### src/rtl/core/beacon_element_parser_unit_macros.svh
// Assertion helpers for the beacon element parser
`ifndef BEACON_ELEMENT_PARSER_UNIT_MACROS_SVH
`define BEACON_ELEMENT_PARSER_UNIT_MACROS_SVH

// Same-cycle implication, checked out of reset
`define BEP_ASSERT_NOW(label, ante, cons, msg) \
  label: assert property (@(posedge clk) disable iff (!rst_n) (ante) |-> (cons)) \
    else $error(msg);

// Next-cycle implication, checked out of reset
`define BEP_ASSERT_NEXT(label, ante, cons, msg) \
  label: assert property (@(posedge clk) disable iff (!rst_n) (ante) |=> (cons)) \
    else $error(msg);

`endif

### src/rtl/core/bep_pkg.sv
package bep_pkg;

  // Walk phases
  localparam logic [1:0] PH_HEADER = 2'd0;
  localparam logic [1:0] PH_TAG    = 2'd1;
  localparam logic [1:0] PH_LENGTH = 2'd2;
  localparam logic [1:0] PH_DATA   = 2'd3;

  // Element IDs
  localparam logic [7:0] EID_SSID      = 8'd0;
  localparam logic [7:0] EID_RATES     = 8'd1;
  localparam logic [7:0] EID_DS        = 8'd3;
  localparam logic [7:0] EID_HT        = 8'd45;
  localparam logic [7:0] EID_RSN       = 8'd48;
  localparam logic [7:0] EID_EXT_RATES = 8'd50;
  localparam logic [7:0] EID_VHT       = 8'd191;
  localparam logic [7:0] EID_VENDOR    = 8'd221;

  // Encryption classes
  localparam logic [1:0] ENC_OPEN = 2'd0;
  localparam logic [1:0] ENC_WEP  = 2'd1;
  localparam logic [1:0] ENC_WPA  = 2'd2;
  localparam logic [1:0] ENC_WPA2 = 2'd3;

  // Header byte positions
  localparam logic [10:0] POS_FRAME_CTRL = 11'd0;
  localparam logic [10:0] POS_CAP_LOW    = 11'd34;
  localparam logic [10:0] POS_HDR_END    = 11'd35;
  localparam logic [10:0] POS_MAX        = 11'd2047;

  // Frame control and capability masks
  localparam logic [7:0] FC_TYPE_MASK  = 8'hFC;
  localparam logic [7:0] FC_BEACON     = 8'h80;
  localparam logic [7:0] LEGACY_MASK   = 8'h7F;
  localparam logic [7:0] VHT_NSS_MASK  = 8'h0C;

  // Element limits
  localparam logic [7:0] SSID_MAX        = 8'd32;
  localparam logic [7:0] PRINT_LOW       = 8'd32;
  localparam logic [7:0] PRINT_HIGH      = 8'd126;
  localparam logic [7:0] VENDOR_MIN_LEN  = 8'd4;
  localparam logic [7:0] HT_MIN_LEN      = 8'd26;
  localparam logic [7:0] VHT_MIN_LEN     = 8'd12;
  localparam logic [5:0] ENTRY_MAX       = 6'd63;

  // VHT rates in Mbps
  localparam logic [10:0] VHT_R292  = 11'd292;
  localparam logic [10:0] VHT_R433  = 11'd433;
  localparam logic [10:0] VHT_R585  = 11'd585;
  localparam logic [10:0] VHT_R866  = 11'd866;
  localparam logic [10:0] VHT_R1733 = 11'd1733;

  // Divide by five: multiply by 2^15/5 rounded up, then shift
  localparam logic [12:0] RECIP5       = 13'd6554;
  localparam int          RECIP5_SHIFT = 15;

  // HT rates by MCS bit, 20 MHz and 40 MHz, one and two spatial streams
  localparam logic [7:0] HT1_20 [0:7] = '{8'd7, 8'd13, 8'd20, 8'd26,
                                          8'd33, 8'd39, 8'd46, 8'd52};
  localparam logic [7:0] HT1_40 [0:7] = '{8'd14, 8'd27, 8'd41, 8'd55,
                                          8'd68, 8'd82, 8'd96, 8'd109};
  localparam logic [7:0] HT2_20 [0:7] = '{8'd13, 8'd26, 8'd39, 8'd52,
                                          8'd65, 8'd78, 8'd91, 8'd104};
  localparam logic [7:0] HT2_40 [0:7] = '{8'd27, 8'd55, 8'd82, 8'd109,
                                          8'd137, 8'd164, 8'd191, 8'd218};

  // One element as it completes
  typedef struct packed {
    logic       commit;
    logic [7:0] id;
    logic [7:0] len;
    logic [7:0] b0;
    logic [7:0] b3;
    logic [7:0] b4;
    logic [6:0] lmax;
    logic [5:0] lcount;
    logic       ok;
  } bep_elem_t;

  // One processed byte as seen by the summary
  typedef struct packed {
    logic      go;
    logic      last_byte;
    logic      beacon;
    logic      privacy;
    bep_elem_t elem;
  } bep_step_t;

  // Frame summary before output formatting
  typedef struct packed {
    logic        beacon;
    logic        privacy;
    logic [1:0]  sec;
    logic [7:0]  channel;
    logic [10:0] best;
    logic [5:0]  ssid_len;
    logic        ssid_ok;
  } bep_raw_t;

  // WPA vendor OUI and type, byte by byte
  function automatic logic [7:0] wpa_oui_byte(input logic [1:0] idx);
    logic [7:0] v;
    case (idx)
      2'd0:    v = 8'h00;
      2'd1:    v = 8'h50;
      2'd2:    v = 8'hF2;
      default: v = 8'h01;
    endcase
    return v;
  endfunction

  // Count set bits of one MCS byte
  function automatic logic [3:0] pop8(input logic [7:0] bits);
    logic [3:0] n;
    n = 4'd0;
    for (int i = 0; i < 8; i++) begin
      n = n + {3'd0, bits[i]};
    end
    return n;
  endfunction

  // Highest rate of one HT stream byte, zero when no bit is set
  function automatic logic [7:0] ht_stream_max(input logic [7:0] bits,
                                               input logic two_ss,
                                               input logic wide);
    logic [2:0] k;
    logic [7:0] r;
    k = 3'd0;
    for (int i = 0; i < 8; i++) begin
      if (bits[i]) k = 3'(i);
    end
    case ({two_ss, wide})
      2'b00:   r = HT1_20[k];
      2'b01:   r = HT1_40[k];
      2'b10:   r = HT2_20[k];
      default: r = HT2_40[k];
    endcase
    if (bits == 8'd0) r = 8'd0;
    return r;
  endfunction

endpackage

### src/rtl/core/bep_walk.sv
module bep_walk #(
  parameter int WINDOW_BYTES    = 1024,
  parameter int LEGACY_RATE_CAP = 16
) (
  input  logic               clk,
  input  logic               rst_n,
  input  logic               go,
  input  logic [7:0]         frame_byte,
  input  logic               last_byte,
  input  logic [5:0]         rate_entries,
  output bep_pkg::bep_step_t step
);

  localparam logic [11:0] WIN = 12'(WINDOW_BYTES);
  localparam logic [6:0]  CAP = 7'(LEGACY_RATE_CAP);

  logic [10:0] pos_r, pos_nxt;
  logic [1:0]  phase_r, phase_nxt;
  logic        stopped_r, stopped_nxt;
  logic        beacon_r, beacon_nxt;
  logic        privacy_r, privacy_nxt;
  logic [7:0]  id_r, id_nxt;
  logic [7:0]  len_r, len_nxt;
  logic [7:0]  off_r, off_nxt;
  logic [7:0]  b0_r, b0_nxt;
  logic [7:0]  b3_r, b3_nxt;
  logic [7:0]  b4_r, b4_nxt;
  logic [6:0]  lmax_r, lmax_nxt;
  logic [5:0]  lcount_r, lcount_nxt;
  logic        ok_r, ok_nxt;
  logic        commit;
  logic [11:0] pos_ext;
  logic [7:0]  off_inc;
  logic [7:0]  leg_sum;
  logic [6:0]  leg_rate;

  assign pos_ext  = {1'b0, pos_r};
  assign off_inc  = off_r + 8'd1;
  assign leg_sum  = {1'b0, frame_byte[6:0] & bep_pkg::LEGACY_MASK[6:0]} + 8'd1;
  assign leg_rate = leg_sum[7:1];

  // Walk header, tags, lengths and element bodies
  always_comb begin
    pos_nxt     = (pos_r < bep_pkg::POS_MAX) ? pos_r + 11'd1 : pos_r;
    phase_nxt   = phase_r;
    stopped_nxt = stopped_r;
    beacon_nxt  = beacon_r;
    privacy_nxt = privacy_r;
    id_nxt      = id_r;
    len_nxt     = len_r;
    off_nxt     = off_r;
    b0_nxt      = b0_r;
    b3_nxt      = b3_r;
    b4_nxt      = b4_r;
    lmax_nxt    = lmax_r;
    lcount_nxt  = lcount_r;
    ok_nxt      = ok_r;
    commit      = 1'b0;
    if (phase_r == bep_pkg::PH_HEADER) begin
      if (pos_r == bep_pkg::POS_FRAME_CTRL) begin
        beacon_nxt = (frame_byte & bep_pkg::FC_TYPE_MASK) == bep_pkg::FC_BEACON;
      end
      if (pos_r == bep_pkg::POS_CAP_LOW) privacy_nxt = frame_byte[4];
      if (pos_r == bep_pkg::POS_HDR_END) phase_nxt = bep_pkg::PH_TAG;
    end else if (!stopped_r) begin
      case (phase_r)
        bep_pkg::PH_TAG: begin
          id_nxt    = frame_byte;
          phase_nxt = bep_pkg::PH_LENGTH;
        end
        bep_pkg::PH_LENGTH: begin
          if (frame_byte == 8'd0 || pos_ext + 12'd1 + {4'd0, frame_byte} > WIN) begin
            stopped_nxt = 1'b1;
          end else begin
            len_nxt    = frame_byte;
            off_nxt    = 8'd0;
            b0_nxt     = 8'd0;
            b3_nxt     = 8'd0;
            b4_nxt     = 8'd0;
            lmax_nxt   = 7'd0;
            lcount_nxt = 6'd0;
            ok_nxt     = 1'b1;
            phase_nxt  = bep_pkg::PH_DATA;
          end
        end
        default: begin
          case (id_r)
            bep_pkg::EID_SSID: begin
              if (off_r < bep_pkg::SSID_MAX &&
                  (frame_byte < bep_pkg::PRINT_LOW || frame_byte > bep_pkg::PRINT_HIGH)) begin
                ok_nxt = 1'b0;
              end
            end
            bep_pkg::EID_RATES, bep_pkg::EID_EXT_RATES: begin
              if ({1'b0, rate_entries} + {1'b0, lcount_r} < CAP) begin
                if (leg_rate > lmax_r) lmax_nxt = leg_rate;
                lcount_nxt = lcount_r + 6'd1;
              end
            end
            bep_pkg::EID_VENDOR: begin
              if (off_r < 8'd4 && frame_byte != bep_pkg::wpa_oui_byte(off_r[1:0])) begin
                ok_nxt = 1'b0;
              end
            end
            default: begin
              if (off_r == 8'd0) b0_nxt = frame_byte;
              else if (off_r == 8'd3) b3_nxt = frame_byte;
              else if (off_r == 8'd4) b4_nxt = frame_byte;
            end
          endcase
          off_nxt = off_inc;
          if (off_inc == len_r) begin
            commit    = 1'b1;
            phase_nxt = bep_pkg::PH_TAG;
          end
        end
      endcase
      // Stop at the window edge
      if (pos_ext + 12'd1 >= WIN) stopped_nxt = 1'b1;
    end
  end

  // Hand the byte's effect to the summary
  always_comb begin
    step.go          = go;
    step.last_byte   = last_byte;
    step.beacon      = beacon_nxt;
    step.privacy     = privacy_nxt;
    step.elem.commit = commit;
    step.elem.id     = id_r;
    step.elem.len    = len_r;
    step.elem.b0     = b0_nxt;
    step.elem.b3     = b3_nxt;
    step.elem.b4     = b4_nxt;
    step.elem.lmax   = lmax_nxt;
    step.elem.lcount = lcount_nxt;
    step.elem.ok     = ok_nxt;
  end

  // Control state; the last byte of a frame returns it to reset
  always_ff @(posedge clk) begin
    if (!rst_n) begin
      pos_r     <= 11'd0;
      phase_r   <= bep_pkg::PH_HEADER;
      stopped_r <= 1'b0;
      beacon_r  <= 1'b0;
      privacy_r <= 1'b0;
    end else if (go) begin
      if (last_byte) begin
        pos_r     <= 11'd0;
        phase_r   <= bep_pkg::PH_HEADER;
        stopped_r <= 1'b0;
        beacon_r  <= 1'b0;
        privacy_r <= 1'b0;
      end else begin
        pos_r     <= pos_nxt;
        phase_r   <= phase_nxt;
        stopped_r <= stopped_nxt;
        beacon_r  <= beacon_nxt;
        privacy_r <= privacy_nxt;
      end
    end
  end

  // Element payload, only read inside an element
  always_ff @(posedge clk) begin
    if (go) begin
      id_r     <= id_nxt;
      len_r    <= len_nxt;
      off_r    <= off_nxt;
      b0_r     <= b0_nxt;
      b3_r     <= b3_nxt;
      b4_r     <= b4_nxt;
      lmax_r   <= lmax_nxt;
      lcount_r <= lcount_nxt;
      ok_r     <= ok_nxt;
    end
  end

endmodule

### src/rtl/core/bep_summary.sv
module bep_summary (
  input  logic               clk,
  input  logic               rst_n,
  input  bep_pkg::bep_step_t step,
  output logic [5:0]         rate_entries,
  output logic               res_valid,
  output bep_pkg::bep_raw_t  res
);

  logic [1:0]  sec_r, sec_nxt;
  logic [7:0]  chan_r, chan_nxt;
  logic [10:0] best_r, best_nxt;
  logic [5:0]  entries_r, entries_nxt;
  logic [5:0]  ssid_len_r, ssid_len_nxt;
  logic        ssid_ok_r, ssid_ok_nxt;
  logic [10:0] cand_rate;
  logic [5:0]  cand_n;
  logic [6:0]  entries_sum;
  logic        wide;
  logic [7:0]  ht_m3, ht_m4, ht_max;
  logic [4:0]  ht_n;
  logic [2:0]  vht_n;
  logic [10:0] vht_max;

  assign wide   = step.elem.b0[1];
  assign ht_m3  = bep_pkg::ht_stream_max(step.elem.b3, 1'b0, wide);
  assign ht_m4  = bep_pkg::ht_stream_max(step.elem.b4, 1'b1, wide);
  assign ht_max = (ht_m4 > ht_m3) ? ht_m4 : ht_m3;
  assign ht_n   = {1'b0, bep_pkg::pop8(step.elem.b3)} + {1'b0, bep_pkg::pop8(step.elem.b4)};

  // VHT rate set from the supported width and MCS map
  always_comb begin
    vht_n   = 3'd0;
    vht_max = 11'd0;
    if (step.elem.b0[2]) begin
      vht_n   = 3'd2;
      vht_max = bep_pkg::VHT_R433;
      if ((step.elem.b4 & bep_pkg::VHT_NSS_MASK) != bep_pkg::VHT_NSS_MASK) begin
        vht_n   = 3'd4;
        vht_max = bep_pkg::VHT_R866;
      end
    end
    if (step.elem.b0[3]) begin
      vht_n   = vht_n + 3'd2;
      vht_max = bep_pkg::VHT_R1733;
    end
  end

  // Fold a completed element into the frame summary
  always_comb begin
    sec_nxt      = sec_r;
    chan_nxt     = chan_r;
    ssid_len_nxt = ssid_len_r;
    ssid_ok_nxt  = ssid_ok_r;
    cand_rate    = 11'd0;
    cand_n       = 6'd0;
    if (step.go && step.elem.commit) begin
      case (step.elem.id)
        bep_pkg::EID_SSID: begin
          ssid_len_nxt = (step.elem.len > bep_pkg::SSID_MAX) ?
                         6'(bep_pkg::SSID_MAX) : step.elem.len[5:0];
          ssid_ok_nxt  = step.elem.ok;
        end
        bep_pkg::EID_RATES, bep_pkg::EID_EXT_RATES: begin
          cand_rate = {4'd0, step.elem.lmax};
          cand_n    = step.elem.lcount;
        end
        bep_pkg::EID_DS: chan_nxt = step.elem.b0;
        bep_pkg::EID_RSN: sec_nxt = bep_pkg::ENC_WPA2;
        bep_pkg::EID_VENDOR: begin
          if (step.elem.len >= bep_pkg::VENDOR_MIN_LEN && step.elem.ok) begin
            sec_nxt = bep_pkg::ENC_WPA;
          end
        end
        bep_pkg::EID_HT: begin
          if (step.elem.len >= bep_pkg::HT_MIN_LEN) begin
            cand_rate = {3'd0, ht_max};
            cand_n    = wide ? {ht_n, 1'b0} : {1'b0, ht_n};
          end
        end
        bep_pkg::EID_VHT: begin
          if (step.elem.len >= bep_pkg::VHT_MIN_LEN) begin
            cand_rate = vht_max;
            cand_n    = {3'd0, vht_n};
          end
        end
        default: begin
        end
      endcase
    end
    best_nxt    = (cand_rate > best_r) ? cand_rate : best_r;
    entries_sum = {1'b0, entries_r} + {1'b0, cand_n};
    entries_nxt = (entries_sum > {1'b0, bep_pkg::ENTRY_MAX}) ?
                  bep_pkg::ENTRY_MAX : entries_sum[5:0];
  end

  assign rate_entries = entries_r;
  assign res_valid    = step.go && step.last_byte;

  // Summary of the frame including this byte
  always_comb begin
    res.beacon   = step.beacon;
    res.privacy  = step.privacy;
    res.sec      = sec_nxt;
    res.channel  = chan_nxt;
    res.best     = best_nxt;
    res.ssid_len = ssid_len_nxt;
    res.ssid_ok  = ssid_ok_nxt;
  end

  // Hold the summary; clear it after each frame
  always_ff @(posedge clk) begin
    if (!rst_n || res_valid) begin
      sec_r      <= bep_pkg::ENC_OPEN;
      chan_r     <= 8'd0;
      best_r     <= 11'd0;
      entries_r  <= 6'd0;
      ssid_len_r <= 6'd0;
      ssid_ok_r  <= 1'b1;
    end else if (step.go) begin
      sec_r      <= sec_nxt;
      chan_r     <= chan_nxt;
      best_r     <= best_nxt;
      entries_r  <= entries_nxt;
      ssid_len_r <= ssid_len_nxt;
      ssid_ok_r  <= ssid_ok_nxt;
    end
  end

endmodule

### src/rtl/core/bep_result.sv
module bep_result (
  input  logic              clk,
  input  logic              rst_n,
  input  logic              res_valid,
  input  bep_pkg::bep_raw_t res,
  output logic              res_free,
  output logic              hold_valid,
  output logic              out_valid,
  input  logic              out_stall,
  output logic              out_is_beacon,
  output logic [1:0]        out_enc_mode,
  output logic [7:0]        out_channel,
  output logic [10:0]       out_max_rate_mbps,
  output logic [5:0]        out_ssid_length,
  output logic              out_ssid_printable
);

  bep_pkg::bep_raw_t hold_r;
  logic              hold_valid_r;
  logic              out_valid_r;
  logic              hold_move;
  logic [11:0]       rate_bias;
  logic [24:0]       rate_prod;
  logic [8:0]        rate_q;
  logic [10:0]       rate_round;
  logic [1:0]        enc;

  assign hold_move  = hold_valid_r && (!out_valid_r || !out_stall);
  assign res_free   = !hold_valid_r || hold_move;
  assign hold_valid = hold_valid_r;
  assign out_valid  = out_valid_r;

  // Round the rate to a multiple of five
  assign rate_bias  = {1'b0, hold_r.best} + 12'd2;
  assign rate_prod  = {13'd0, rate_bias} * {12'd0, bep_pkg::RECIP5};
  assign rate_q     = rate_prod[bep_pkg::RECIP5_SHIFT +: 9];
  assign rate_round = {rate_q, 2'b00} + {2'b00, rate_q};

  // Fall back to WEP or open without a WPA or RSN element
  assign enc = (hold_r.sec != bep_pkg::ENC_OPEN) ? hold_r.sec :
               (hold_r.privacy ? bep_pkg::ENC_WEP : bep_pkg::ENC_OPEN);

  // Valid flags of the holding stage and the output register
  always_ff @(posedge clk) begin
    if (!rst_n) begin
      hold_valid_r <= 1'b0;
      out_valid_r  <= 1'b0;
    end else begin
      if (res_valid) hold_valid_r <= 1'b1;
      else if (hold_move) hold_valid_r <= 1'b0;
      if (hold_move) out_valid_r <= 1'b1;
      else if (!out_stall) out_valid_r <= 1'b0;
    end
  end

  // Capture the frame summary
  always_ff @(posedge clk) begin
    if (res_valid) hold_r <= res;
  end

  // Load the output register; a non-beacon shows all zeros
  always_ff @(posedge clk) begin
    if (hold_move) begin
      out_is_beacon      <= hold_r.beacon;
      out_enc_mode       <= hold_r.beacon ? enc : bep_pkg::ENC_OPEN;
      out_channel        <= hold_r.beacon ? hold_r.channel : 8'd0;
      out_max_rate_mbps  <= hold_r.beacon ? rate_round : 11'd0;
      out_ssid_length    <= hold_r.beacon ? hold_r.ssid_len : 6'd0;
      out_ssid_printable <= hold_r.beacon && hold_r.ssid_ok;
    end
  end

endmodule

### src/rtl/core/beacon_element_parser_unit.sv
// A frame's summary goes to the result holding stage, then to the output register.
// Throughput: one frame byte per cycle, but in_stall holds the input while a last byte waits
//   and the holding stage is full; the last byte waits only while the output also stalls.
// Reset: synchronous active-low rst_n clears the walk, the frame summary and all valid flags.
//   The last byte of each frame also returns the per-frame state to its reset value.
module beacon_element_parser_unit #(
  parameter int WINDOW_BYTES    = 1024,
  parameter int LEGACY_RATE_CAP = 16
) (
  input  logic        clk,
  input  logic        rst_n,
  input  logic        in_valid,
  output logic        in_stall,
  input  logic [7:0]  in_frame_byte,
  input  logic        in_last_byte,
  output logic        out_valid,
  input  logic        out_stall,
  output logic        out_is_beacon,
  output logic [1:0]  out_enc_mode,
  output logic [7:0]  out_channel,
  output logic [10:0] out_max_rate_mbps,
  output logic [5:0]  out_ssid_length,
  output logic        out_ssid_printable
);

  logic               s1_valid_r;
  logic [7:0]         s1_byte_r;
  logic               s1_last_r;
  logic               s1_go;
  logic               in_xfer;
  logic               res_free;
  logic               hold_valid;
  logic [5:0]         rate_entries;
  logic               res_valid;
  bep_pkg::bep_step_t step;
  bep_pkg::bep_raw_t  res;

  // A last byte may only proceed when the result stage can take its summary
  assign s1_go    = s1_valid_r && (!s1_last_r || res_free);
  assign in_stall = s1_valid_r && s1_last_r && hold_valid;
  assign in_xfer  = in_valid && !in_stall;

  // Input register
  always_ff @(posedge clk) begin
    if (!rst_n) begin
      s1_valid_r <= 1'b0;
    end else if (in_xfer) begin
      s1_valid_r <= 1'b1;
    end else if (s1_go) begin
      s1_valid_r <= 1'b0;
    end
  end

  always_ff @(posedge clk) begin
    if (in_xfer) begin
      s1_byte_r <= in_frame_byte;
      s1_last_r <= in_last_byte;
    end
  end

  bep_walk #(
    .WINDOW_BYTES    (WINDOW_BYTES),
    .LEGACY_RATE_CAP (LEGACY_RATE_CAP)
  ) u_walk (
    .clk          (clk),
    .rst_n        (rst_n),
    .go           (s1_go),
    .frame_byte   (s1_byte_r),
    .last_byte    (s1_last_r),
    .rate_entries (rate_entries),
    .step         (step)
  );

  bep_summary u_summary (
    .clk          (clk),
    .rst_n        (rst_n),
    .step         (step),
    .rate_entries (rate_entries),
    .res_valid    (res_valid),
    .res          (res)
  );

  bep_result u_result (
    .clk                (clk),
    .rst_n              (rst_n),
    .res_valid          (res_valid),
    .res                (res),
    .res_free           (res_free),
    .hold_valid         (hold_valid),
    .out_valid          (out_valid),
    .out_stall          (out_stall),
    .out_is_beacon      (out_is_beacon),
    .out_enc_mode       (out_enc_mode),
    .out_channel        (out_channel),
    .out_max_rate_mbps  (out_max_rate_mbps),
    .out_ssid_length    (out_ssid_length),
    .out_ssid_printable (out_ssid_printable)
  );

`include "beacon_element_parser_unit_macros.svh"

  `BEP_ASSERT_NEXT(a_last_byte_captured, s1_go && s1_last_r, hold_valid, "frame summary lost")
  `BEP_ASSERT_NOW(a_non_beacon_zero, out_valid && !out_is_beacon, out_enc_mode == 2'd0 && out_channel == 8'd0 && out_max_rate_mbps == 11'd0 && out_ssid_length == 6'd0 && !out_ssid_printable, "non-beacon result not cleared")
  `BEP_ASSERT_NOW(a_ssid_clipped, out_valid, out_ssid_length <= 6'd32, "SSID length above clip")

endmodule

### config.mk
export PLATFORM = sky130hd
export DESIGN_NAME = beacon_element_parser_unit
export DESIGN_NICKNAME = d
export VERILOG_FILES = /design/src/rtl/core/bep_pkg.sv /design/src/rtl/core/bep_walk.sv /design/src/rtl/core/bep_summary.sv /design/src/rtl/core/bep_result.sv /design/src/rtl/core/beacon_element_parser_unit.sv
export VERILOG_INCLUDE_DIRS = /design/src /design/src/rtl/core
export SDC_FILE = /design/constraint.sdc
export NUM_CORES = 1
export LEC_CHECK = 0
export ABC_CLOCK_PERIOD_IN_PS = 8300
export BUFFER_PORTS_ARGS = -buffer_cell sky130_fd_sc_hd__buf_2
export CORE_MARGIN = 1.5
export CORE_UTILIZATION = 43
export DETAILED_ROUTE_END_ITERATION = 8
export HOLD_SLACK_MARGIN = 0.06
export SLEW_MARGIN = 20
export SYNTH_ARGS = -nofsm -noshare
export SYNTH_HDL_FRONTEND = slang
export SYNTH_SLANG_ARGS = --single-unit
### constraint.sdc
create_clock -name clk -period 8.3 [get_ports clk]
set_clock_uncertainty 0.1 [all_clocks]
set_input_delay 0.415 -clock clk [delete_from_list [all_inputs] [get_ports clk]]
set_output_delay 0.415 -clock clk [all_outputs]
set_load 0.005 [all_outputs]
==> flow_summary_export.csv, run 1 <==
group,metric,value,unit
floorplan,fp-row-count,67,
detailed_routing,wl_met1,18300,microns
logic_synthesis,ys_warn_count,0,
timing,finalMaxSlewViolations,0,
detailed_routing,topRoutingLayerUsed,"met4",
clock_tree,clk_path_buf_depth,2,
clock_tree,clk_root_buffer_cell,"clkbuf_16",
detailed_routing,antenna_left,0,
worst_setup_path,slowest_delay,0.38,ns
floorplan,dieArea,35600,sq um
detailed_routing,drtPass1Iterations,6,
timing,worst_slew_pin_slew,1.09,ns
detailed_routing,drcViolationCount,0,
floorplan,initial_core_util,0.440,
logic_synthesis,syn_avg_cell_area,9.69,sq um
timing,clock.fmax,118,MHz
worst_setup_path,startpoint,"u_walk.pos_r[0]",
worst_hold_path,hold_class,"in -> reg",
logic_synthesis,synthTopCellsByCount,"ha_1, edfxtp_1, inv_1, nand2_1, nor2_1",
detailed_routing,met3_length,1970,microns
outcome,status,"finished, violations left",
logic_synthesis,synth.top_cell.area_share,0.263,
logic_synthesis,synth_fp_nets,1765,
clock_tree,insertion_delay,0.46,ns
timing,layout_setup_ws,-0.193,ns
timing,max_slew_margin,0.271,
clock_tree,cts_buffers,17,
detailed_routing,drt_iter0_drc,1006,
worst_hold_path,worstHoldStart,"out_stall",
global_routing,antenna_found_initial,0,
logic_synthesis,synth_area_leader_cell,"edfxtp_1",
worst_setup_path,critPathKind,"reg -> reg",
worst_setup_path,end_kind,"flip-flop",
logic_synthesis,synth_edf_count,130,
clock_tree,cts_tree,"done",
worst_setup_path,r2r_setup_slack,-0.19,ns
placement,gp_congestion,0.893,
global_routing,grt_max_degree,51,
logic_synthesis,seq_area_frac_synth,0.335,
placement,pre_cts_slack,-0.365,ns
detailed_routing,wl,40400,microns
global_routing,grt_util_all_layers,0.228,
timing,setup_viol,20,
final_layout,syn2layout_area_growth,24.9,%
final_layout,n_antenna_cell,0,
floorplan,die_h,189,microns
logic_synthesis,ys_types,96,
placement,portBuffers,43,
detailed_routing,post_drt_via_cell_ratio,5.57,
placement,placedCellCount,2130,
worst_setup_path,arrival,8.72,ns
timing,finalCritPeriodShare,1.02,
final_layout,num-nets-final,2029,
logic_synthesis,synth_flop_cell,"edfxtp_1",
global_routing,grt_pass1_vias,12200,
power,irDropWorstVdd,0.000185,V
logic_synthesis,ys_ff_latch,183,
floorplan,core-area,33700,sq um
detailed_routing,wl_per_cell,17.9,microns
worst_setup_path,cp_slowest_cell,"dfxtp_4",
logic_synthesis,synthArstFlopShare,0,
final_layout,drive_gt1_frac,0.259,
floorplan,boundaryPins,44,
timing,rsz0062_at_grt,"true",
timing,hold_viol,0,
timing,post-route-min-period,8.49,ns
logic_synthesis,synth.most_common_cell,"ha_1",
worst_setup_path,reg2reg_depth,48,
detailed_routing,vias,12500,
global_routing,grt_overflow_total,0,
power,p_per_area,144,nW/um^2
floorplan,fp.dieW,189,microns
power,p_leak,7.89,nW
clock_tree,clkTransAtPathRegs,0.08,ns
worst_setup_path,r2r-start,"u_walk.pos_r[0]",
worst_setup_path,path_common_cell,"buf_4",
job,maxCapViolCount,0,
logic_synthesis,synth_area_leaders,"edfxtp_1, ha_1, dfxtp_1",
clock_tree,clock_sinks,183,
worst_setup_path,required,8.53,ns
worst_hold_path,min_path_cells,3,
worst_setup_path,path_max_fanout,9,
worst_setup_path,startpoint_type,"flip-flop",
final_layout,fin_cells,2254,
placement,place_hpwl,29500,microns
detailed_routing,met2_length,19100,microns
logic_synthesis,netlist_area,14800,sq um
clock_tree,htree_num_levels,4,
global_routing,grt_pass1_wl,64300,microns
outcome,violations,"negative setup slack",
logic_synthesis,postSynthCellCount,1529,
==> final cells by class <==
class / count / area, sq um
clock buffer: 18 / 429
inverter: 122 / 460
clock inverter: 14 / 134
tap: 448 / 561
fill: 3004 / 15200
multi-input combinational: 1165 / 9680
sequential: 183 / 4970
timing repair buffer: 304 / 2280
==> power by group <==
group	total, mW	internal, mW	leakage (nW)	switching [mW]
registers	1.04	1.02	1.59	0.0148
logic	0.837	0.399	6.04	0.438
clock network	0.787	0.397	0.273	0.390
==> sequential cells by signal, indices dropped and copies added, names as in the netlist, 8 cells and up <==
name / count
s1_byte_r: 8
u_result.hold_r: 30
u_result.out_channel: 8
u_result.out_max_rate_mbps: 11
u_summary.best_r: 11
u_summary.chan_r: 8
u_walk.b0_r: 8
u_walk.b3_r: 8
u_walk.b4_r: 8
u_walk.id_r: 8
u_walk.len_r: 8
u_walk.off_r: 8
u_walk.pos_r: 11
==> repair_timing <==
item                                    in CTS  in global routing
buffers inserted                            65                 26
endpoints found under the setup margin      24                 30
pin swaps                                   22                 43
hold buffers                                 9                  0
hold endpoints to repair                     9                  0
gates resized for setup                     33                 82
==> worst max-delay path, delay by kind of cell (launching register included) <==
kind,cells,cell delay (ns)
flip-flops,1,0.38
adder cells (fa/ha/maj),4,0.89
AO/OA/AOI/OAI,21,3.09
multiplexers,1,0.29
buffers and inverters,7,1.15
XOR/XNOR,2,0.46
AND/OR/NAND/NOR,13,1.96
==> cell families after synthesis <==
group | count (synthesis) | synth area share
AOI/OAI and AO/OA | 361 | 0.171
xor gates and xnor gates | 72 | 0.0436
adders and majority gates | 223 | 0.214
buffers and inverters | 181 | 0.0474
DFF | 183 | 0.335
muxes | 30 | 0.0213
and+or+nand+nor | 479 | 0.168
==> metal layers <==
layer / track usage / vias to the layer above
met4: 0.0849 / 0
met2: 0.375 / 357
li1: - / 6057
met3: 0.0283 / 72
met5: 0 / -
met1: 0.305 / 6062
==> cells in the final DEF, fill, tap and decap left out, types with 11 or more instances in the layout <==
cell type / instances
buf_4: 235
nand2_1: 104
and2_1: 52
nor3_1: 30
edfxtp_1: 130
clkbuf_16: 17
o211ai_1: 12
mux2_2: 11
xor2_1: 21
o21ai_1: 14
buf_6: 15
fa_1: 48
mux2i_1: 18
inv_1: 113
ha_1: 165
nor2b_1: 32
o21ai_0: 46
xnor2_1: 44
and3_1: 12
nor2_1: 100
a21oi_1: 69
nand3_1: 37
nand4_1: 15
a21o_1: 30
dfxtp_1: 50
a22oi_1: 23
a21oi_2: 11
a31oi_1: 28
buf_2: 43
o21a_1: 12
nor4_1: 13
==> through the flow <==
| stage | setup TNS, ns | power [mW] | utilization | cell area (sq um) | hold WS [ns] |
|---|---|---|---|---|---|
| global route | -12.32 | 2.83 | 0.550 | 18500 | 0.230 |
| detailed placement | -5.95 | 1.85 | 0.497 | 16700 | 0.351 |
| global placement | -0.438 | 1.83 | 0.497 | 16700 | 0.347 |
| floorplan | 0 | 1.64 | - | 14900 | 0.336 |
| finish | -1.63 | 2.66 | 0.550 | 18500 | 0.202 |
| CTS | -0.452 | 2.67 | 0.535 | 18000 | 0.182 |
==> final timing paths <==
| kind | endpoint |
|---|---|
| worst max-delay path | u_summary.best_r[9] |
| worst min-delay path | u_result.out_valid |
| worst max register to register | u_summary.best_r[9] |
| worst min register to register | u_summary.ssid_len_r[2] |
(Power assumes the default switching activity.)
==> inputs of run 2 (changes only) <==
--- a/config.mk
+++ b/config.mk
@@ -8,10 +8,12 @@
 export LEC_CHECK = 0
 export ABC_CLOCK_PERIOD_IN_PS = 8300
 export BUFFER_PORTS_ARGS = -buffer_cell sky130_fd_sc_hd__buf_2
+export CAP_MARGIN = 20
 export CORE_MARGIN = 1.5
 export CORE_UTILIZATION = 43
 export DETAILED_ROUTE_END_ITERATION = 8
 export HOLD_SLACK_MARGIN = 0.06
+export RECOVER_POWER = 100
 export SLEW_MARGIN = 20
 export SYNTH_ARGS = -nofsm -noshare
 export SYNTH_HDL_FRONTEND = slang
==> flow_summary_export.csv, run 2 (synthesis results as in run 1) <==
group,metric,value,unit
power,p_per_area,144,nW/um^2
global_routing,grtUsageMet1,0.305,
clock_tree,clock_sinks,183,
worst_hold_path,hold_class,"in -> reg",
global_routing,grt_util_all_layers,0.228,
global_routing,antenna_found_initial,0,
outcome,violations,"max-capacitance violations, max-slew violations, negative setup slack",
floorplan,core-area,33700,sq um
timing,post-route-min-period,8.50,ns
worst_setup_path,end_kind,"flip-flop",
final_layout,largest_reg_flops,30,
detailed_routing,wl_per_cell,17.9,microns
job,maxCapViolCount,2,
final_layout,largest-register,"u_result.hold_r",
worst_setup_path,arrival,8.73,ns
global_routing,grt_overflow_total,0,
worst_setup_path,required,8.53,ns
clock_tree,clk_root_buffer_cell,"clkbuf_16",
placement,place_hpwl,29500,microns
final_layout,final_common_cell,"buf_4",
detailed_routing,antenna_left,0,
global_routing,grt_max_degree,51,
timing,finalMaxSlewViolations,62,
floorplan,die_h,189,microns
global_routing,grt.busiest_layer,"met2",
final_layout,syn2layout_area_growth,24.5,%
placement,gp_congestion,0.893,
timing,fin_setup_tns,-1.91,ns
detailed_routing,post_drt_via_cell_ratio,5.57,
placement,placedCellCount,2130,
timing,rsz0062_at_grt,"true",
worst_setup_path,path_common_cell,"buf_4",
detailed_routing,wl,40400,microns
clock_tree,clk_path_buf_depth,2,
placement,post_dp_cell_area,16700,sq um
power,p_total,2.66,mW
detailed_routing,drtPass1Iterations,5,
final_layout,nFillCells,3023,
clock_tree,clkTransAtPathRegs,0.08,ns
worst_setup_path,path_max_fanout,9,
timing,worst_slew_pin_slew,4.11,ns
final_layout,num-nets-final,2029,
final_layout,mostFrequentLayoutCells,"buf_4, ha_1, edfxtp_1",
final_layout,drive_gt1_frac,0.244,
detailed_routing,drcViolationCount,0,
timing,max_slew_margin,-1.77,
global_routing,grt_pass1_vias,12200,
clock_tree,cts_buffers,17,
global_routing,grt_pass1_wl,64300,microns
placement,portBuffers,43,
final_layout,fin_cells,2254,
floorplan,fp.dieW,189,microns
floorplan,boundaryPins,44,
worst_setup_path,reg2reg_depth,48,
timing,finalCritPeriodShare,1.02,
clock_tree,htree_num_levels,4,
timing,setup_viol,22,
floorplan,dieArea,35600,sq um
power,irDropWorstVdd,0.000185,V
outcome,status,"finished, violations left",
clock_tree,insertion_delay,0.46,ns
timing,hold_viol,0,
power,p_leak,7.80,nW
final_layout,fin_area,18400,sq um
final_layout,fin_util,0.547,
global_routing,grt_use_met2,0.375,
worst_setup_path,critPathKind,"reg -> reg",
floorplan,initial_core_util,0.440,
detailed_routing,drt_iter0_drc,955,
worst_setup_path,startpoint_type,"flip-flop",
detailed_routing,vias,12600,
floorplan,fp-row-count,67,
final_layout,n_antenna_cell,0,
timing,clock.fmax,118,MHz
timing,layout_setup_ws,-0.201,ns
worst_setup_path,cp_slowest_cell,"dfxtp_4",
worst_hold_path,min_path_cells,3,
clock_tree,cts_tree,"done",
worst_setup_path,slowest_delay,0.38,ns
global_routing,grtUsageMet3,0.0283,
## run 2: what timing repair did
item,CTS,global route
hold buffers,9,0
resized for setup,33,82
endpoints found under the hold margin,9,0
setup buffers,65,26
cloned,0,0
pin swaps,22,43
setup endpoints to repair,24,30
## run 2: per-stage QoR
stage          hold slack (ns)  setup slack [ns]
2_1_floorplan            0.336            0.0171
3_3_place_gp             0.347           -0.0732
3_5_place_dp             0.351            -0.365
4_1_cts                  0.182           -0.0837
5_1_grt                  0.190            -0.578
6_report                 0.160            -0.201
## run 2: final cells by class
type / instances / area, sq um / area share
multi-input combinational: 1165 / 9670 / 0.524
sequential: 183 / 4970 / 0.270
timing repair buffer: 304 / 2220 / 0.120
tap: 448 / 561 / 0.0304
inverter: 122 / 460 / 0.0250
clock buffer: 18 / 429 / 0.0233
clock inverter: 14 / 134 / 0.00726
## run 2: report_power, final
group,leakage (nW),internal [mW],switching [mW],total [mW]
sequential,1.59,1.02,0.0147,1.04
combinational,5.94,0.396,0.439,0.835
clock,0.273,0.397,0.391,0.789
total,7.80,1.82,0.845,2.66
## run 2: worst paths after layout
path / to / startpoint / slack (ns)
worst max-delay path: u_summary.best_r[9] / u_walk.pos_r[0] / -0.20
worst min-delay path: u_result.out_valid / out_stall / 0.16
worst max register to register: u_summary.best_r[9] / u_walk.pos_r[0] / -0.20
worst min register to register: u_summary.ssid_len_r[2] / u_summary.ssid_len_r[2] / 0.36
## run 2: routing by layer
layer	vias up	wire length (microns)	part of all wire
li1	6065	-	-
met4	0	1100	0.027
met1	6072	18400	0.46
met2	351	19000	0.47
met3	75	1870	0.046
met5	-	0	0
## run 2: worst max-delay path: cells and delay by family, from the launching register on
family	cells	cell delay, ns
simple gates	13	1.98
fa+ha+maj	4	0.89
compound gates	21	3.09
xor+xnor	2	0.47
buf+inv	7	1.15
mux	1	0.29
flops	1	0.38
==> inputs of run 3 (changes only) <==
==> constraint.sdc (replaced) <==
create_clock -name clk -period 8.3 [get_ports clk]
set_clock_uncertainty 0.1 [all_clocks]
set_input_delay 1.66 -clock clk [delete_from_list [all_inputs] [get_ports clk]]
set_output_delay 1.66 -clock clk [all_outputs]
set_load 0.005 [all_outputs]
==> flow_summary_export.csv, run 3 (synthesis results as in run 1) <==
group,metric,value,unit
clock_tree,clk_root_buffer_cell,"clkbuf_16",
worst_hold_path,min_to,"u_summary.best_r[6]",
final_layout,mostFrequentLayoutCells,"buf_4, ha_1, edfxtp_1",
worst_setup_path,cp_slowest_cell,"dfxtp_4",
final_layout,syn2layout_area_growth,20.4,%
placement,gp_congestion,0.907,
global_routing,grt_overflow_total,0,
placement,post_dp_cell_area,16700,sq um
worst_setup_path,crit_buf_inv,7,
detailed_routing,drtPass1Iterations,5,
floorplan,initial_core_util,0.440,
power,p_total,2.71,mW
worst_setup_path,slowest_delay,0.40,ns
detailed_routing,post_drt_via_cell_ratio,5.57,
floorplan,core-area,33700,sq um
clock_tree,insertion_delay,0.46,ns
worst_setup_path,r2r_setup_slack,-0.17,ns
clock_tree,cts_hold_buf,0,
clock_tree,clock_sinks,183,
detailed_routing,drt_iter0_drc,851,
global_routing,grt_util_all_layers,0.224,
worst_setup_path,r2r-start,"u_walk.pos_r[0]",
global_routing,grt_pass1_vias,11900,
placement,place_hpwl,29700,microns
worst_setup_path,arrival,8.74,ns
detailed_routing,drcViolationCount,0,
worst_setup_path,path_max_fanout,5,
detailed_routing,antenna_left,0,
timing,max_slew_margin,-1.74,
final_layout,n_antenna_cell,0,
detailed_routing,wl_per_cell,17.9,microns
final_layout,fin_cells,2183,
floorplan,dieArea,35600,sq um
timing,finalMaxSlewViolations,31,
power,p_leak,7.47,nW
timing,hold_viol,0,
worst_setup_path,required,8.56,ns
clock_tree,clk_path_buf_depth,2,
clock_tree,htree_num_levels,4,
placement,placedCellCount,2118,
worst_setup_path,reg2reg_depth,47,
timing,worst_slew_pin_slew,4.07,ns
worst_setup_path,end_kind,"flip-flop",
power,p_per_area,152,nW/um^2
job,maxCapViolCount,2,
timing,clock.fmax,118,MHz
clock_tree,cts_buffers,17,
timing,post-route-min-period,8.47,ns
floorplan,fp.dieW,189,microns
outcome,status,"finished, violations left",
final_layout,final_common_cell,"buf_4",
detailed_routing,wl,39100,microns
timing,finalCritPeriodShare,1.02,
global_routing,grt_pass1_wl,62900,microns
clock_tree,cts_tree,"done",
timing,layout_setup_ws,-0.171,ns
global_routing,antenna_found_initial,0,
worst_hold_path,worstHoldStart,"u_summary.best_r[6]",
detailed_routing,vias,12200,
timing,rsz0062_at_grt,"true",
clock_tree,clkTransAtPathRegs,0.08,ns
floorplan,fp-row-count,67,
floorplan,boundaryPins,44,
final_layout,num-nets-final,1958,
worst_setup_path,r2r_end,"u_summary.best_r[5]",
worst_hold_path,min_path_cells,2,
final_layout,drive_gt1_frac,0.213,
outcome,violations,"max-capacitance violations, max-slew violations, negative setup slack",
global_routing,grt_max_degree,50,
power,irDropWorstVdd,0.000155,V
placement,portBuffers,43,
final_layout,largest_reg_flops,30,
worst_setup_path,critPathKind,"reg -> reg",
worst_setup_path,path_delay_family,"compound AO/OA/AOI/OAI gates",
floorplan,die_h,189,microns
worst_setup_path,startpoint_type,"flip-flop",
timing,setup_viol,21,
final_layout,largest-register,"u_result.hold_r",
final_layout,fin_area,17800,sq um
worst_setup_path,startpoint,"u_walk.pos_r[0]",
worst_hold_path,hold_class,"reg -> reg",
[run 3: changes by cell type in the layout (fill, tap and decap cells not counted), sizes merged]
cell	before	now
buf	269	207
clkinv	7	8
clkbuf	44	43
dlygate4sd3	9	0
[run 3: how the worst max path moves through the flow]
stage / to / cells after the start
6_report: u_summary.best_r[5] / 47
5_1_grt: u_summary.best_r[5] / 46
4_1_cts: u_summary.best_r[5] / 43
3_5_place_dp: u_result.hold_r[10] / 44
3_3_place_gp: u_result.hold_r[10] / 43
2_1_floorplan: u_summary.best_r[3] / 45
[run 3: repair_timing]
item / in CTS / in global routing
gates resized for setup: 40 / 53
pin swaps: 41 / 51
setup endpoints to repair: 22 / 29
setup buffers: 13 / 23
gates cloned: 0 / 0
[run 3: final cells by class]
| type | count | area, sq um |
|---|---|---|
| clock buffer | 17 | 425 |
| timing repair buffer | 233 | 1630 |
| tap | 448 | 561 |
| clock inverter | 15 | 190 |
| sequential | 183 | 4970 |
| inverter | 122 | 460 |
| multi-input combinational | 1165 | 9610 |
| fill | 3093 | 15900 |
[run 3: stage by stage]
step	hold slack (ns)	TNS (ns)	utilization	setup slack (ns)
2_1_floorplan	0.336	0	-	0.0171
3_3_place_gp	0.347	-0.309	0.494	-0.0581
3_5_place_dp	0.353	-5.58	0.494	-0.316
4_1_cts	0.364	-1.73	0.520	-0.188
5_1_grt	0.383	-14.07	0.530	-0.636
6_report	0.361	-2.12	0.530	-0.171
[run 3: worst reg2reg max path, delay by kind of cell (launching register included)]
| kind | cells | cell delay, ns |
|---|---|---|
| AO/OA/AOI/OAI | 22 | 3.62 |
| adder cells (fa/ha/maj) | 5 | 1.52 |
| buffers and inverters | 7 | 0.74 |
| flip-flops | 1 | 0.40 |
| AND/OR/NAND/NOR | 13 | 2.00 |
[run 3: routing by layer]
layer | share of wire | vias up | track usage
met5 | 0 | - | 0
met4 | 0.018 | 0 | 0.0672
met3 | 0.044 | 47 | 0.0318
met2 | 0.46 | 290 | 0.365
met1 | 0.48 | 5914 | 0.307
li1 | - | 5913 | -
[run 3: power by group]
part	switching (mW)	internal [mW]	leakage [nW]
sequential	0.0145	1.02	1.59
clock	0.436	0.414	0.295
combinational	0.437	0.385	5.59
total	0.888	1.82	7.47
